**src/hdl/chfm_pkg.sv**
```systemverilog
`timescale 1ns / 1ps
// ----------------------------------------------------------------------------
// chfm_pkg
// Shared types and codes for the chunked byte FIFO pointer manager.
// ----------------------------------------------------------------------------
package chfm_pkg;

  // Fixed port field widths
  localparam int unsigned IDX_OUT_W = 3;
  localparam int unsigned LEN_W     = 11;

  // Operation codes
  localparam logic OP_PUSH = 1'b0;
  localparam logic OP_POP  = 1'b1;

  // One access request
  typedef struct packed {
    logic             operation;
    logic [LEN_W-1:0] amount;
  } chfm_item_t;

  // One status report
  typedef struct packed {
    logic [IDX_OUT_W-1:0] read_chunk;
    logic [LEN_W-1:0]     read_offset;
    logic [LEN_W-1:0]     readable_len;
    logic [IDX_OUT_W-1:0] write_chunk;
    logic [LEN_W-1:0]     write_offset;
    logic [LEN_W-1:0]     writable_len;
    logic                 overrun;
  } chfm_result_t;

endpackage

```
**src/hdl/chfm_in_stage.sv**
```systemverilog
`timescale 1ns / 1ps
// ----------------------------------------------------------------------------
// chfm_in_stage
// Input register: captures one item and holds it until the core takes it.
// ----------------------------------------------------------------------------
module chfm_in_stage (
  input  logic               clk,
  input  logic               rst_n,
  input  logic               in_valid,
  output logic               in_stall,
  input  chfm_pkg::chfm_item_t in_item,
  input  logic               take_i,
  output logic               valid_o,
  output chfm_pkg::chfm_item_t item_o
);
  import chfm_pkg::*;

  logic       valid_r;
  logic       valid_nxt;
  chfm_item_t item_r;
  logic       accept;

  // Stall while a held item is not being taken this cycle
  assign in_stall = valid_r && !take_i;
  assign accept   = in_valid && !in_stall;

  always_comb begin
    valid_nxt = valid_r;
    if (accept) begin
      valid_nxt = 1'b1;
    end else if (take_i) begin
      valid_nxt = 1'b0;
    end
  end

  // Hold valid flag and payload
  always_ff @(posedge clk) begin
    if (!rst_n) begin
      valid_r <= 1'b0;
    end else begin
      valid_r <= valid_nxt;
    end
  end

  always_ff @(posedge clk) begin
    if (accept) begin
      item_r <= in_item;
    end
  end

  assign valid_o = valid_r;
  assign item_o  = item_r;

endmodule

```
**src/hdl/chfm_ptr_core.sv**
```systemverilog
`timescale 1ns / 1ps
// ----------------------------------------------------------------------------
// chfm_ptr_core
// Pointer state and update logic. Chunks from head up to the writer are
// full, the writer chunk holds wfill_r bytes and all others are empty, so
// only the writer fill needs storing.
// ----------------------------------------------------------------------------
module chfm_ptr_core #(
  parameter int unsigned N_CHUNKS    = 8,
  parameter int unsigned CHUNK_BYTES = 1024
) (
  input  logic                   clk,
  input  logic                   rst_n,
  input  logic                   adv_i,
  input  chfm_pkg::chfm_item_t   item_i,
  output chfm_pkg::chfm_result_t result_o
);
  import chfm_pkg::*;

  localparam int unsigned IW   = $clog2(N_CHUNKS);
  localparam int unsigned FW   = $clog2(CHUNK_BYTES + 1);
  localparam int unsigned CMPW = (FW > LEN_W) ? FW + 1 : LEN_W + 1;
  localparam logic [IW-1:0] LAST_IDX = IW'(N_CHUNKS - 1);
  localparam logic [FW-1:0] FULL     = FW'(CHUNK_BYTES);

  logic [IW-1:0] head_r, head_nxt;
  logic [IW-1:0] writer_r, writer_nxt;
  logic [FW-1:0] wfill_r, wfill_nxt;
  logic [FW-1:0] rpos_r, rpos_nxt;

  logic [IW-1:0]   tail_cur, tail_new;
  logic [FW-1:0]   hfill_cur, hfill_new;
  logic [FW-1:0]   rd_win_cur, wr_win_cur, rd_win_new, wr_win_new;
  logic [CMPW-1:0] amt_x, sum_x;
  logic            over;

  function automatic logic [IW-1:0] ring_next(input logic [IW-1:0] i);
    ring_next = (i == LAST_IDX) ? '0 : IW'(i + 1'b1);
  endfunction

  function automatic logic [IW-1:0] ring_prev(input logic [IW-1:0] i);
    ring_prev = (i == '0) ? LAST_IDX : IW'(i - 1'b1);
  endfunction

  // Windows seen before the item
  always_comb begin
    tail_cur  = ring_prev(head_r);
    hfill_cur = (head_r == writer_r) ? wfill_r : FULL;
    if (head_r == writer_r && rpos_r == hfill_cur) begin
      rd_win_cur = '0;
    end else begin
      rd_win_cur = (hfill_cur >= rpos_r) ? FW'(hfill_cur - rpos_r) : '0;
    end
    if (writer_r == tail_cur && wfill_r == FULL) begin
      wr_win_cur = '0;
    end else begin
      wr_win_cur = FW'(FULL - wfill_r);
    end
  end

  // Apply push or pop, drop the item on overrun
  always_comb begin
    head_nxt   = head_r;
    writer_nxt = writer_r;
    wfill_nxt  = wfill_r;
    rpos_nxt   = rpos_r;
    over       = 1'b0;
    amt_x      = CMPW'(item_i.amount);
    sum_x      = '0;
    case (item_i.operation)
      OP_PUSH: begin
        if (amt_x > CMPW'(wr_win_cur)) begin
          over = 1'b1;
        end else begin
          sum_x     = CMPW'(wfill_r) + amt_x;
          wfill_nxt = FW'(sum_x);
          if (wfill_nxt == FULL && writer_r != tail_cur) begin
            writer_nxt = ring_next(writer_r);
            wfill_nxt  = '0;
          end
        end
      end
      OP_POP: begin
        if (amt_x > CMPW'(rd_win_cur)) begin
          over = 1'b1;
        end else begin
          sum_x    = CMPW'(rpos_r) + amt_x;
          rpos_nxt = FW'(sum_x);
          if (rpos_nxt == hfill_cur && head_r != writer_r) begin
            head_nxt = ring_next(head_r);
            rpos_nxt = '0;
          end
        end
      end
      default: begin
        over = 1'b0;
      end
    endcase
  end

  // Windows seen after the item
  always_comb begin
    tail_new  = ring_prev(head_nxt);
    hfill_new = (head_nxt == writer_nxt) ? wfill_nxt : FULL;
    if (head_nxt == writer_nxt && rpos_nxt == hfill_new) begin
      rd_win_new = '0;
    end else begin
      rd_win_new = (hfill_new >= rpos_nxt) ? FW'(hfill_new - rpos_nxt) : '0;
    end
    if (writer_nxt == tail_new && wfill_nxt == FULL) begin
      wr_win_new = '0;
    end else begin
      wr_win_new = FW'(FULL - wfill_nxt);
    end
  end

  // Build the report
  always_comb begin
    result_o.read_chunk   = IDX_OUT_W'(head_nxt);
    result_o.read_offset  = LEN_W'(rpos_nxt);
    result_o.readable_len = LEN_W'(rd_win_new);
    result_o.write_chunk  = IDX_OUT_W'(writer_nxt);
    result_o.write_offset = LEN_W'(wfill_nxt);
    result_o.writable_len = LEN_W'(wr_win_new);
    result_o.overrun      = over;
  end

  // Advance state when the item moves to the result register
  always_ff @(posedge clk) begin
    if (!rst_n) begin
      head_r   <= '0;
      writer_r <= '0;
      wfill_r  <= '0;
      rpos_r   <= '0;
    end else if (adv_i) begin
      head_r   <= head_nxt;
      writer_r <= writer_nxt;
      wfill_r  <= wfill_nxt;
      rpos_r   <= rpos_nxt;
    end
  end

  a_rpos_in_head: assert property (@(posedge clk) disable iff (!rst_n)
    rpos_r <= hfill_cur)
    else $error("read offset beyond head chunk fill");

  a_wfill_bound: assert property (@(posedge clk) disable iff (!rst_n)
    wfill_r <= FULL)
    else $error("writer fill beyond chunk size");

  a_push_keeps_head: assert property (@(posedge clk) disable iff (!rst_n)
    (adv_i && item_i.operation == OP_PUSH) |=> $stable(head_r) && $stable(rpos_r))
    else $error("push moved the read side");

endmodule

```
**src/hdl/chunked_byte_fifo_manager_unit.sv**
```systemverilog
`timescale 1ns / 1ps
// ----------------------------------------------------------------------------
// chunked_byte_fifo_manager_unit
// Pointer manager for a byte FIFO built from a ring of fixed-size chunks.
// ----------------------------------------------------------------------------
// Usage:
//   Input channel (in_valid / in_stall) carries one push or pop item:
//   in_operation selects push (0) or pop (1), in_amount the byte count.
//   Result channel (out_valid / out_stall) returns one report per item with
//   the read window (head chunk, offset, readable bytes), the write window
//   (writer chunk, offset, free bytes) and an overrun flag. An amount larger
//   than the window is dropped and flagged; state stays as it was.
//   An accepted item passes the input register, then the result register,
//   before out_valid rises with its report.
//   Throughput: one item per cycle while out_stall is low, set by the
//   single pass of pointer update logic between the two registers.
//   Reset (rst_n low, synchronous) empties all chunks and clears head,
//   writer and read offset to zero; no valid items remain.
//   When out_stall is high the report is held; the item waiting in the
//   input register then holds too, and in_stall rises until the result
//   register drains.
// ----------------------------------------------------------------------------
module chunked_byte_fifo_manager_unit #(
  parameter int unsigned N_CHUNKS    = 8,
  parameter int unsigned CHUNK_BYTES = 1024
) (
  input  logic                           clk,
  input  logic                           rst_n,
  input  logic                           in_valid,
  output logic                           in_stall,
  input  logic                           in_operation,
  input  logic [chfm_pkg::LEN_W-1:0]     in_amount,
  output logic                           out_valid,
  input  logic                           out_stall,
  output logic [chfm_pkg::IDX_OUT_W-1:0] out_read_chunk,
  output logic [chfm_pkg::LEN_W-1:0]     out_read_offset,
  output logic [chfm_pkg::LEN_W-1:0]     out_readable_len,
  output logic [chfm_pkg::IDX_OUT_W-1:0] out_write_chunk,
  output logic [chfm_pkg::LEN_W-1:0]     out_write_offset,
  output logic [chfm_pkg::LEN_W-1:0]     out_writable_len,
  output logic                           out_overrun
);
  import chfm_pkg::*;

  chfm_item_t   in_item;
  chfm_item_t   stage_item;
  logic         stage_valid;
  logic         adv;
  chfm_result_t core_result;
  chfm_result_t res_r;
  logic         out_valid_r, out_valid_nxt;

  assign in_item.operation = in_operation;
  assign in_item.amount    = in_amount;

  // Move an item on when the result register is free or draining
  assign adv = stage_valid && (!out_valid_r || !out_stall);

  chfm_in_stage u_in_stage (
    .clk      (clk),
    .rst_n    (rst_n),
    .in_valid (in_valid),
    .in_stall (in_stall),
    .in_item  (in_item),
    .take_i   (adv),
    .valid_o  (stage_valid),
    .item_o   (stage_item)
  );

  chfm_ptr_core #(
    .N_CHUNKS    (N_CHUNKS),
    .CHUNK_BYTES (CHUNK_BYTES)
  ) u_ptr_core (
    .clk      (clk),
    .rst_n    (rst_n),
    .adv_i    (adv),
    .item_i   (stage_item),
    .result_o (core_result)
  );

  always_comb begin
    out_valid_nxt = out_valid_r;
    if (adv) begin
      out_valid_nxt = 1'b1;
    end else if (!out_stall) begin
      out_valid_nxt = 1'b0;
    end
  end

  // Hold the result register
  always_ff @(posedge clk) begin
    if (!rst_n) begin
      out_valid_r <= 1'b0;
    end else begin
      out_valid_r <= out_valid_nxt;
    end
  end

  always_ff @(posedge clk) begin
    if (adv) begin
      res_r <= core_result;
    end
  end

  assign out_valid        = out_valid_r;
  assign out_read_chunk   = res_r.read_chunk;
  assign out_read_offset  = res_r.read_offset;
  assign out_readable_len = res_r.readable_len;
  assign out_write_chunk  = res_r.write_chunk;
  assign out_write_offset = res_r.write_offset;
  assign out_writable_len = res_r.writable_len;
  assign out_overrun      = res_r.overrun;

  a_no_overwrite: assert property (@(posedge clk) disable iff (!rst_n)
    (out_valid_r && out_stall) |-> !adv)
    else $error("result overwritten while stalled");

  a_adv_fills_out: assert property (@(posedge clk) disable iff (!rst_n)
    adv |=> out_valid_r)
    else $error("advanced item not presented");

  a_stall_backpressure: assert property (@(posedge clk) disable iff (!rst_n)
    (stage_valid && out_valid_r && out_stall) |-> in_stall)
    else $error("input taken while pipeline blocked");

endmodule

```
**config.mk**
```make
export PLATFORM = sky130hd
export DESIGN_NAME = chunked_byte_fifo_manager_unit
export DESIGN_NICKNAME = d
export VERILOG_FILES = /design/src/hdl/chfm_pkg.sv /design/src/hdl/chfm_in_stage.sv /design/src/hdl/chfm_ptr_core.sv /design/src/hdl/chunked_byte_fifo_manager_unit.sv
export SDC_FILE = /design/constraint.sdc
export NUM_CORES = 1
export LEC_CHECK = 0
export ABC_CLOCK_PERIOD_IN_PS = 11220
export BUFFER_PORTS_ARGS = -buffer_cell sky130_fd_sc_hd__buf_2
export CAP_MARGIN = 20
export CORE_MARGIN = 2
export CORE_UTILIZATION = 60
export DETAILED_ROUTE_END_ITERATION = 8
export PLACE_DENSITY = 0.8
export SLEW_MARGIN = 20
export SYNTH_ARGS = -nofsm -noshare
export SYNTH_HDL_FRONTEND = slang
export SYNTH_SLANG_ARGS = --single-unit
```
**constraint.sdc**
```tcl
create_clock -name clk -period 11.22 [get_ports clk]
set_clock_uncertainty 0.2 [all_clocks]
set_input_delay 0 -clock clk [delete_from_list [all_inputs] [get_ports clk]]
set_output_delay 0 -clock clk [all_outputs]
set_load 0.01 [all_outputs]
```
After elaboration in Yosys (flattened, before gate mapping)
Cells that the tools add are included.
{"block": "op_classes", "n_addsub": 10, "n_eq_ne": 15, "multipliers": 0, "bitwise_logic": 2, "div_mod_pow": 0, "muxes": 28, "n_shift": 0, "n_reduce_logical": 18, "order_cmp": 4}
{"operator": "2-to-1 mux 11 bit", "count": 11}
{"operator": "equality test 11 bit", "count": 3}
{"operator": "equality test 11 bit, second input constant", "count": 3}
{"operator": "2-to-1 mux 3 bit", "count": 10}
{"operator": "adder 11 bit", "count": 2}
{"operator": ">= comparator 11 bit", "count": 2}
{"operator": "greater-than comparator 11 bit", "count": 2}
{"operator": "subtractor 11 bit", "count": 2}
{"operator": "subtractor 11 bit, first input constant", "count": 2}
{"operator": "equality test 3 bit", "count": 4}
{"operator": "logical AND 1 bit", "count": 9}
{"operator": "adder 3 x 1 -> 3 bit, second input constant", "count": 2}
{"operator": "equality test 3 bit, second input constant", "count": 2}
{"operator": "logical NOT 3 bit", "count": 2}
{"operator": "2-to-1 mux 1 bit", "count": 6}
{"operator": "inequality test 3 bit", "count": 2}
{"operator": "subtractor 3 x 1 -> 3 bit, second input constant", "count": 2}
{"operator": "logical NOT 1 bit", "count": 4}
{"operator": "inequality test 2 x 1 -> 1 bit, second input constant", "count": 1}
{"operator": "NOT 1 bit", "count": 2}
{"operator": "one-hot mux 1 bit (2 select lines)", "count": 1}
{"operator": "nonzero test 2 bit", "count": 1}
{"operator": "OR reduction 2 bit", "count": 1}
{"operator": "logical OR 1 bit", "count": 1}
{"block": "word_totals", "reg_bits": 93, "romBits": 0, "output_inout_bits": 53, "memories": 0, "ramBits": 0, "latchBits": 0}

Depth between registers and ports, before layout
{"block": "depth", "ltp_word": 13, "ltp_mapped": 41}

By module
Synthesis repeated with hierarchy kept, for this count alone.
{"block": "hier_totals", "cells_unflattened": 714, "area_unflattened_um2": 6802.8}
{"mod": "chfm_ptr_core", "cells_each": 643, "area_per_inst_um2": 4824.6, "n_inst": 1, "seq_area_each_um2": 560.5}
{"mod": "chunked_byte_fifo_manager_unit", "cells_each": 55, "area_per_inst_um2": 1570.3, "n_inst": 1, "seq_area_each_um2": 1551.5}
{"mod": "chfm_in_stage", "cells_each": 16, "area_per_inst_um2": 407.9, "n_inst": 1, "seq_area_each_um2": 380.4}

Worst setup path after synthesis
Ideal clock, no wire load.
{"block": "synth_timing", "path_type": "reg2reg", "from": "register u_ptr_core.head_r[2]", "to": "register res_r (netlist bit out_readable_len[4]) (data pin)", "setup_ps": 275, "n_path_buf": 4, "path_stages_with_launch": 41, "path_slack_ps": 3345, "arrival_ps": 7400, "cell_sequence": "dfxtp_1 xor2_1 nor3_1 clkbuf_1 nand2_1 ha_1 nor2b_1 o21ai_0 a21boi_0 o21ai_0 a21oi_1 o21bai_1 a31oi_1 o22ai_1 o21ai_0 clkbuf_1 nand2_1 ha_1 (+5 left out) and4bb_4 mux2i_1 xor2_1 or3_4 buf_6 nor2_1 ha_1 nor2b_1 o21ai_0 a21boi_0 o21ai_0 a21boi_0 o21ai_0 nand2b_1 a21oi_1 o21ba_2 clkbuf_1 nor3_1"}
{"block": "synth_via", "elab_chain_cells": 13, "elab_cells_between_ends": 44, "classes_between": "add/sub (4); order compare (4); eq/ne (9); mux (19); bitwise (1); reduce/logical (7)"}
{"item": "start, declared", "line": "chfm_ptr_core.sv:26", "rtl": "logic [IW-1:0] head_r, head_nxt;"}
{"item": "start signal, assigned", "line": "chfm_ptr_core.sv:136", "rtl": "head_r <= head_nxt;"}
{"item": "equality test 3 bit, or another cell as far along", "line": "chfm_ptr_core.sv:48, chfm_ptr_core.sv:49"}
{"item": "2-to-1 mux 11 bit or 2-to-1 mux 3 bit (tied branches)", "line": "chfm_ptr_core.sv:48, chfm_ptr_core.sv:42"}
{"item": "subtractor 11 bit, or another cell as far along", "line": "chfm_ptr_core.sv:52", "rtl": "rd_win_cur = (hfill_cur >= rpos_r) ? FW'(hfill_cur - rpos_r) : '0;"}
{"item": "2-to-1 mux 11 bit, or another cell as far along", "line": "chfm_ptr_core.sv:52"}
{"item": "2-to-1 mux 11 bit (on tied branches)", "line": "chfm_ptr_core.sv:49, chfm_ptr_core.sv:54"}
{"item": "greater-than comparator 11 bit (on tied branches)", "line": "chfm_ptr_core.sv:84, chfm_ptr_core.sv:72"}
{"item": "2-to-1 mux 3 bit (on tied branches)", "line": "chfm_ptr_core.sv:84, chfm_ptr_core.sv:72"}
{"item": "2-to-1 mux 3 bit", "line": "chfm_ptr_core.sv:70", "rtl": "case (item_i.operation)"}
{"item": "equality test 3 bit", "line": "chfm_ptr_core.sv:104, chfm_ptr_core.sv:105"}
{"item": "2-to-1 mux 11 bit", "line": "chfm_ptr_core.sv:104", "rtl": "hfill_new = (head_nxt == writer_nxt) ? wfill_nxt : FULL;"}
{"item": ">= comparator 11 bit or equality test 11 bit (tied branches)", "line": "chfm_ptr_core.sv:108, chfm_ptr_core.sv:105"}
{"item": "NOT 1 bit (no line) or logical AND 1 bit (tied branches)"}
{"item": "OR reduction 2 bit (no line)"}
{"item": "end signal, assigned", "line": "chunked_byte_fifo_manager_unit.sv:101", "rtl": "res_r <= core_result;"}
{"item": "end, declared", "line": "chunked_byte_fifo_manager_unit.sv:50", "rtl": "chfm_result_t res_r;"}
Several ways; a longest one is shown, not always the timed one.
A chain may end at the register's enable or synchronous reset.

Worst setup path after layout
{"block": "layout_timing", "from": "register u_ptr_core.head_r[2]", "to": "register res_r (netlist bit out_readable_len[5]) (data pin)"}
Same word-level chain as after synthesis.

==> metrics <==
Logic pwr share=around 45%; final number of setup-violating endpoints=0; maximum fanout along the worst path=15; I/O Buffers=between 60 and 70; post-synthesis adder-cell area fraction=~14%; Area Growth Syn to Fin=13.3%; post-synthesis cell type count=69; num ports=between 60 and 70; Filler cells=around 850; total number of vias=between 5000 and 6000; design area=a little under 0.008 mm²; Worst-Margin Slew=slightly below 800 ps; # hold bufs at CTS=17; r2r worst-path depth=36; commonest cells after routing, fill and taps aside=nand2_1, ha_1, buf_2, edfxtp_1, inv_1; Die W=about 110 µm; initial antenna violation count=0; clock group share of total power=between 20 and 25%; PwrDens=around 170 mW/mm²; Initial DRC Count=approximately 470; Worst path max stage delay=690 ps; Synth Area in Simple Gates=~17%; internal power=approximately 0.83 mW; WHS Path Cells=2; clock tree sinks=slightly above 90; die area=between 0.01 and 0.015 mm²; share of flip-flops with an asynchronous set or reset=0%; remaining antenna violation count after routing=0; status=completed; Static Leak=approximately 3.8 nW; first-pass GRT wire length=about 29000 µm; CP Launch Type=register; placed standard-cell area=~0.0074 mm²; Post-synth EDFFs=63; Final min period=around 9000 ps; largest family of logic cells by synthesized area=compound AO/OA/AOI/OAI gates; max-cap violations=0; GPL Wtd Cong=roughly 0.98; sequential fraction of design power=33.1%; register bit total from synthesis=93; Avg Inst Size Synth=9.34 µm²; Post-CTS Resized=0; CP dominant cell by count=o21ai_0; VDD IR max=roughly 0.13 mV; worst setup path class=reg -> reg; Mapped Area=roughly 0.007 mm²; GRT Total Usage=a little under 30%; top post-synthesis cells by area=edfxtp_1, ha_1, dfxtp_1; FP Rows=39; Reg2Reg Capture Point=out_readable_len[5]; Clock transition at path regs=around 70 ps; TritonCTS clock tree=done; placeable core area=around 0.011 mm²; Clock Tree Root=clkbuf_16; Setup Total Neg Slack=0 ps; RSZ-0062 raised after global routing=no; CTS max path bufs=2; Slew Viols, Final=0; largest net degree at the start of global routing=about 100; multiplexer share of the synthesized area=between 2 and 3%; P_sw=approximately 0.54 mW; Hold WS=~150 ps; CP max stage cell=o311ai_0; DRT Wirelength=around 18000 µm; buffer count from post-CTS setup fixing=0; WHS Endpoint=u_in_stage.item_o[3]; Pre-antenna DRT Iters=5; fin crit share=approximately four fifths; type of the worst min-delay path=in -> reg; # H-tree levels=3; diode count=0; top cell type's share of synthesized area=around 27%; critical path required time=~11000 ps; xor/xnor share of the synthesized area=approximately 7.5%; largest area contributor in the netlist=edfxtp_1; final net count=slightly above 900; R2R Setup Slk=2180 ps; Fmax achieved=roughly 0.11 GHz; initial core utilization=between 60% and 70%; Hold Startpoint=in_amount[3]; Post-synth top flop=edfxtp_1; Slew headroom=approximately 46%; Synth Area in Compound Gates=18.4%; Worst EP arrival=9010 ps; final number of hold-violating endpoints=0; crit path from=u_ptr_core.head_r[2]; gr ovfl total=0; fraction of layout cells with a size suffix above 1=between 10% and 20%; RR Startpoint=u_ptr_core.head_r[2]; Syn Nets=840; sequential-to-total area share from yosys stat=between 30% and 40%; vias in the first global route=~5700; crit path capture type=register; Clock Latency Late Sink=roughly 360 ps; Residual DRC=0; Syn Inst Count=between 700 and 800; CTS Buf Count=9; DIE HEIGHT=~110 µm; Switching Fraction=approximately two fifths; WL/cell=~19 µm; synth warn=0; routed vias/inst=roughly 6; DPL Wire Length=13700 µm
## power by group through the flow
stage,Sequential [mW],Combinational [mW],Clock [mW]
after detailed placement,0.462,0.595,0
after global placement,0.460,0.573,0
after CTS,0.454,0.605,0.309
after global routing,0.458,0.678,0.320
final,0.455,0.613,0.305
after floorplan,0.467,0.440,0
## per-stage QoR
step	std cells	utilization, %	setup WS [ps]	total power [mW]
after floorplan	747	-	3350	0.906
after CTS	969	69.4	2320	1.37
after global routing	969	69.5	1480	1.46
final	969	69.5	2180	1.37
after global placement	936	65.2	2560	1.03
after detailed placement	936	65.3	2380	1.06
## how the worst max path moves through the flow
stage	to	slack [ps]	depth (start not counted)
2_1_floorplan	out_readable_len[4]	3350	40
3_3_place_gp	out_readable_len[10]	2560	34
3_5_place_dp	out_readable_len[5]	2380	36
4_1_cts	out_readable_len[5]	2320	36
5_1_grt	out_readable_len[5]	1480	36
6_report	out_readable_len[5]	2180	36
## layer usage
layer	vias up	GRT usage (%)	part of all wire, %
met5	-	0	0
met4	0	12.0	3.2
met3	38	4.90	7.5
met2	270	47.5	47
met1	2798	38.3	43
li1	2860	-	-
## worst max-delay path: cells and delay by family (launching register included)
family                     cells  cell delay [ps]
AOI/OAI and AO/OA             19             4040
and+or+nand+nor               11             2610
muxes                          1              390
xor gates and xnor gates       2              370
DFF                            1              460
adders and majority gates      3              770
## cell families (layout without fill, tap and decap cells)
| group | after synthesis | in the layout |
|---|---|---|
| AND/OR/NAND/NOR | 232 | 232 |
| buffers and inverters | 86 | 165 |
| adder cells (fa/ha/maj) | 77 | 77 |
| AO/OA/AOI/OAI | 180 | 180 |
| flip-flops | 93 | 93 |
| multiplexers | 19 | 19 |
| XOR/XNOR | 60 | 60 |
## layout make-up
| type | instances | area, µm² | share of cell area [%] |
|---|---|---|---|
| inverters | 62 | 234 | 2.96 |
| clock inverters | 7 | 76.3 | 0.966 |
| flip-flops and latches | 93 | 2490 | 31.5 |
| well taps | 143 | 179 | 2.26 |
| repair buffers | 87 | 529 | 6.70 |
| multi-input cells | 568 | 4170 | 52.7 |
| clock buffers | 9 | 225 | 2.85 |
## state kept, by name (all words and copies together), names as in the netlist, 11 cells and up
signal and count:
out_writable_len 11, u_in_stage.item_o 12, out_write_offset 11, u_ptr_core.wfill_r 11, out_readable_len 11, out_read_offset 11
u_ptr_core.rpos_r 11
## synthesized netlist by cell type (all sizes together), types with 22 or more instances
library cell   n
nor2          49
o21ai         24
edfxtp        63
inv           61
a21oi         42
nor3          22
o211a         24
ha            73
xor2          26
clkbuf        23
nand2         73
xnor2         34
dfxtp         30
(Power assumes the default switching activity.)
